File: src/hw/rtl/gsc_pkg.sv
// shared types and constants for the geometric segment cost block
`default_nettype none
package gsc_pkg;

    // fraction bits of the internal log2 result
    localparam int LOG_FB = 28;
    // ln 2 in Q0.30, rounded
    localparam logic [29:0] LN2_Q30 = 30'd744261118;
    localparam logic [62:0] MAX63 = {63{1'b1}};

    typedef enum logic [1:0] {
        LOG_SEL_SUM  = 2'd0,
        LOG_SEL_LEN  = 2'd1,
        LOG_SEL_DIFF = 2'd2
    } log_sel_t;

    typedef struct packed {
        logic     load;
        logic     log_start;
        log_sel_t log_sel;
        logic     fmul;
        logic     fstore;
        logic     term;
        logic     acc;
        logic     emit;
    } cmd_t;

    typedef struct packed {
        logic log_done;
        logic skip;
        logic last;
        logic out_free;
    } sts_t;

endpackage
`default_nettype wire

File: src/hw/rtl/gsc_ctrl.sv
// controller: sequences the three log and product passes per dimension, or none for a skipped one
`default_nettype none
module gsc_ctrl (
    input  wire logic          aclk,
    input  wire logic          aresetn,
    input  wire logic          in_valid,
    output logic               in_ready,
    output gsc_pkg::cmd_t      cmd,
    input  wire gsc_pkg::sts_t sts
);
    typedef enum logic [2:0] {
        C_IDLE, C_START, C_WAIT, C_FMUL, C_FSTORE, C_TERM, C_ACC
    } cstate_t;

    cstate_t           state_reg;
    gsc_pkg::log_sel_t sel_reg;

    always_comb begin
        in_ready      = (state_reg == C_IDLE);
        cmd           = '0;
        cmd.log_sel   = sel_reg;
        cmd.load      = in_ready && in_valid;
        cmd.log_start = (state_reg == C_START) && !sts.skip;
        cmd.fmul      = (state_reg == C_FMUL);
        cmd.fstore    = (state_reg == C_FSTORE);
        cmd.term      = (state_reg == C_TERM);
        cmd.acc       = (state_reg == C_ACC) && (!sts.last || sts.out_free);
        cmd.emit      = (state_reg == C_ACC) && sts.last;
    end

    always_ff @(posedge aclk) begin
        if (!aresetn) begin
            state_reg <= C_IDLE;
            sel_reg   <= gsc_pkg::LOG_SEL_SUM;
        end else begin
            case (state_reg)
                C_IDLE: begin
                    if (in_valid) begin
                        sel_reg   <= gsc_pkg::LOG_SEL_SUM;
                        state_reg <= C_START;
                    end
                end
                C_START: begin
                    // dimension with sum not above length adds nothing
                    state_reg <= sts.skip ? C_TERM : C_WAIT;
                end
                C_WAIT: begin
                    if (sts.log_done) begin
                        state_reg <= C_FMUL;
                    end
                end
                C_FMUL: state_reg <= C_FSTORE;
                C_FSTORE: begin
                    case (sel_reg)
                        gsc_pkg::LOG_SEL_SUM: begin
                            sel_reg   <= gsc_pkg::LOG_SEL_LEN;
                            state_reg <= C_START;
                        end
                        gsc_pkg::LOG_SEL_LEN: begin
                            sel_reg   <= gsc_pkg::LOG_SEL_DIFF;
                            state_reg <= C_START;
                        end
                        default: state_reg <= C_TERM;
                    endcase
                end
                C_TERM: state_reg <= C_ACC;
                C_ACC: begin
                    if (!sts.last || sts.out_free) begin
                        state_reg <= C_IDLE;
                    end
                end
                default: state_reg <= C_IDLE;
            endcase
        end
    end
endmodule
`default_nettype wire

File: config.mk
export PLATFORM = sky130hd
export DESIGN_NAME = gsc_ctrl
export DESIGN_NICKNAME = d
export VERILOG_FILES = /design/src/hw/rtl/gsc_pkg.sv /design/src/hw/rtl/gsc_ctrl.sv
export SDC_FILE = /design/constraint.sdc
export NUM_CORES = 1
export LEC_CHECK = 0
export ABC_AREA = 1
export BUFFER_PORTS_ARGS = -buffer_cell sky130_fd_sc_hd__buf_2
export CORE_MARGIN = 4
export CORE_UTILIZATION = 25
export DETAILED_ROUTE_END_ITERATION = 7
export GPL_TIMING_DRIVEN = 1
export PLACE_DENSITY = 0.49
export SKIP_CTS_REPAIR_TIMING = 1
export SLEW_MARGIN = 20
export SYNTH_ARGS = -nofsm -noshare
export SYNTH_HDL_FRONTEND = slang
export SYNTH_SLANG_ARGS = --single-unit
File: constraint.sdc
create_clock -name aclk -period 1.4 [get_ports aclk]
set_clock_uncertainty 0.1 [all_clocks]
set_input_delay 0.07 -clock aclk [delete_from_list [all_inputs] [get_ports aclk]]
set_output_delay 0.07 -clock aclk [all_outputs]
set_load 0.01 [all_outputs]
# Word level (Yosys, flattened, before mapping)
# Index checks and enable logic that the tools add are counted.
# Widths: inputs -> output; s select.
[word_totals]
latchBits = 0
memories = 0
romBits = 0
register_bits = 5
wordCells = 35
ramBits = 0
output_inout_bits = 10
in_bits = 7
[classes]
div_mod_pow = 0
mux = 9
eq_ne = 11
addsub = 0
mul = 0
reduce_logical = 13
n_lt_le_gt_ge = 0
n_shift = 0
n_bitwise = 0
[op_table]
columns = ["op", "count"]
rows = [
  ["$pmux 3 s7", 1],
  ["$mux 3", 5],
  ["$eq 3x3->1 const B", 3],
  ["$pmux 2 s2", 2],
  ["$eq 3x2->1 const B", 2],
  ["$ne 2x2->1 const B", 3],
  ["$reduce_and 3->1", 2],
  ["$logic_and 1x1->1", 4],
  ["$eq 3x1->1 const B", 1],
  ["$logic_not 3->1", 1],
  ["$ne 3x1->1 const B", 1],
  ["$eq 2x1->1 const B", 1],
  ["$logic_not 1->1", 2],
  ["$logic_not 2->1", 1],
  ["$mux 2", 1],
  ["$reduce_bool 2->1", 1],
  ["$reduce_or 2->1", 1],
  ["$logic_or 1x1->1", 1],
]

# Longest topological paths before layout
[depth]
word_depth = 4
depth_mapped = 8
ltp_nobuf = 8

# Worst setup path after synthesis
# OpenSTA, ideal clock, no wires.
[synth_path]
path_type = "reg-to-reg"
start = "reg state_reg[1]"
end = "reg sel_reg[0]"
path_buffers = 0
t_required_ns = 1.188
stages_incl_launch_ff = 7
setup_ns = 0.112
synth_period_minus_slack_ns = 1.092
arrival_ns = 0.881
slack_ns = 0.308
path_cell_list = "dfxtp_1 > nor2_1 > nand2_2 > nor2_2 > or2_0 > inv_1 > nor2_2"
[synth_between]
elab_chain_len = 3
word_cells_on_any_way = 7
classes_between = "eq/ne (3); mux (1); reduce/logical (3)"
[synth_lines]
columns = ["item", "line_no", "source"]
rows = [
  ["from (decl)", "gsc_ctrl.sv:15", "cstate_t state_reg;"],
  ["from (signal assigned)", "gsc_ctrl.sv:45", "state_reg <= sts.skip ? C_TERM : C_WAIT;"],
  ["$eq 3x3->1 or $logic_not 3->1 (tied branches)", "gsc_ctrl.sv:36", "case (state_reg)"],
  ["$ne 3x1->1 (no line) (tied with other cells)", "-", ""],
  ["$reduce_and 3->1 (no line)", "-", ""],
  ["to (signal assigned)", "gsc_ctrl.sv:34", "sel_reg <= gsc_pkg::LOG_SEL_SUM;"],
  ["to (signal assigned)", "gsc_ctrl.sv:39", "sel_reg <= gsc_pkg::LOG_SEL_SUM;"],
  ["to (signal assigned)", "gsc_ctrl.sv:56", "sel_reg <= gsc_pkg::LOG_SEL_LEN;"],
  ["to (decl)", "gsc_ctrl.sv:16", "gsc_pkg::log_sel_t sel_reg;"],
]
# Parallel ways exist; a longest one is shown, timed or not.
# A chain may end at the register's enable or synchronous reset.

==> summary.txt <==
Clocking
  – Latest clock arrival within the worst-skew pair: around 0.24 ns
  – TritonCTS Buffers: 3
  – TritonCTS Sinks: 5
  – Max Buffers Root-to-Sink: 2
  – Reg clk slew, reported paths: 0.04 ns
  – Clk root buf: clkbuf_4
  – # H-tree levels: 1
  – CTS tree: done

Place
  – Routability Congestion: 0.753
  – Pre-CTS WS: approximately 0.18 ns
  – Port Buffers: 16
  – Post-detail-place hpwl: 696 µm

Finish
  – Nets: 89
  – Layout cells sized above 1: 0.395
  – Final Util: 0.364
  – Antenna Diode Count: 0
  – Area growth syn-to-layout: 34.3%
  – Number of flip-flops under the largest register name: 3

STA
  – Worst Setup Slack, final: 0.107 ns
  – Final Cycle Share: 0.924
  – Max Freq: ~0.77 GHz
  – Post-layout minimum cycle time: 1.29 ns
  – Slew headroom: 0.866
  – Hold slack: -0.0235 ns
  – Hold Vio Cnt, Final: 1
  – Worst Tran Pin Value: approximately 0.20 ns
  – Setup violators final: 0
  – Slew Limit Fails: 0

Yosys
  – Synth Cell Area: 362 µm²
  – Post-Syn Instances: a little over 60
  – Synth Area in Simple Gates: 0.481
  – Adder-cell share of the synthesized area: 0
  – Synth warn: 0
  – Top-area cell type share of the netlist area: 0.277
  – Commonest cells in the netlist: 12 x inv_1, 12 x nand2_1, 8 x nor2_1, 5 x dfxtp_1, 5 x nor2_2
  – Largest family of logic cells by synthesized area: simple AND/OR/NAND/NOR gates
  – #FFs+latches synth: 5
  – EDFF count, synth: 0
  – Synth area leaders: dfxtp_1 28%, inv_1 12%, nand2_1 12%
  – Syn Nets: 69
  – Compound-gate portion of the synthesized area: 0.0761
  – Mux contribution to synthesized area: 0
  – Synth cell types: 18
  – Xor and xnor fraction of the mapped netlist area: 0
  – Share of flip-flops with an asynchronous set or reset: 0
  – Top_reg_cell synth: dfxtp_1
  – Syn Area/Cell: about 5.8 µm²
  – Share of the yosys chip area belonging to registers: 0.277
  – Area leader, netlist: dfxtp_1

Worst setup path
  – Worst path arrival time: ~1.1 ns
  – CP Class: reg2out
  – Critical Path Start Type: flip-flop
  – Cells along the critical path: inv_2, nand2_2, nor2_2, nand2_2, inv_1, buf_2
  – Critical Path Max Stage Delay: 0.34 ns
  – Worst path most repeated cell: nand2_2
  – Critical Path RT: 1.23 ns
  – Critical-path top delay cell: dfxtp_2
  – Crit Path Max Fanout: 5
  – Critical Path Sink Type: primary output

Floorplan
  – Row count: 13
  – Core ar.: 1330 µm²
  – Die height: 46.0 µm
  – Ports: 17
  – Die width: 46.0 µm
  – Die Area: between 2000 and 2500 µm²
  – Starting Density: 0.271

Routing
  – DRC: 0
  – Drt wl/cell: 8.43 µm
  – DRT iter0 DRCs: 7
  – DRT antenna net count: 0
  – Pre-antenna DRT Iters: 4
  – Avg Vias per Cell: ~4.3
  – Final wirelength: 809 µm
  – Via count: 416

Global route
  – GR Overflow Total: 0
  – Number of global-route vias before repair: 357
  – First-pass GRT wire length: 1390 µm
  – Pin count of the biggest net entering global routing: 10
  – Antenna violations before repair: 0
  – Overall routing resource usage: 0.0891

Min path
  – Worst Hold Class: in2reg

Run status
  – Failing checks: hold timing
  – Status: finished, violations left

Run
  – MaxCap Viol Count: 0

Power
  – VDD IR max: 563 µV
  – Power density cells: 1140 nW/µm²
  – Leak: approximately 0.29 nW
layout by cell type (no fill, tap or decap), drive strengths merged:
master,instances
a21oi,2
nand4,1
nand2,14
nor4,1
nor2,13
o211ai,1
inv,14
buf,16
or2,1
clkbuf,4
nand3,4
o21ai,2
nor3,2
and2,1
dfxtp,5
critical path: cells and delay by family (launching register included):
kind                   cells  cell delay (ns)
buffers and inverters      3             0.26
flip-flops                 1             0.34
AND/OR/NAND/NOR            3             0.28
area by class of cell:
type	instances	area [µm²]
well taps	15	18.8
inverters	14	52.6
clock buffers	4	26.3
repair buffers	16	80.1
fillers	148	848
flip-flops and latches	5	104
multi-input cells	42	204
kinds of logic after synthesis:
family	count (synthesis)
AO/OA/AOI/OAI	5
buffers and inverters	15
flip-flops	5
AND/OR/NAND/NOR	37
path summary, 6_finish.rpt:
check | from | to | slack, ns | cells after the start
setup reg to reg | state_reg[2] | state_reg[0] | 0.26 | 7
setup / recovery | state_reg[0] | cmd[8] | 0.11 | 6
hold reg to reg | sel_reg[0] | sel_reg[1] | 0.40 | 2
hold / removal | aresetn | state_reg[2] | -0.02 | 2
per-stage QoR:
step                instances  setup TNS, ns  power [mW]  cell area (µm²)
floorplan                  62              0       0.332              362
global placement           92              0       0.396              453
detailed placement         92              0       0.389              453
CTS                        96              0       0.557              479
global route               96       -0.00821       0.618              485
finish                     96              0       0.553              485
metal layers:
metal,vias up,track usage,routed length (µm)
li1,226,-,-
met4,0,0.0170,0
met5,-,0,0
met2,12,0.146,403
met3,0,0.0474,60
met1,178,0.103,345
power breakdown:
group / internal (mW) / total [mW] / switching [mW]
clock network: 0.107 / 0.162 / 0.0546
logic: 0.0800 / 0.202 / 0.122
registers: 0.163 / 0.189 / 0.0266
total: 0.350 / 0.553 / 0.203
(Power assumes the default switching activity.)
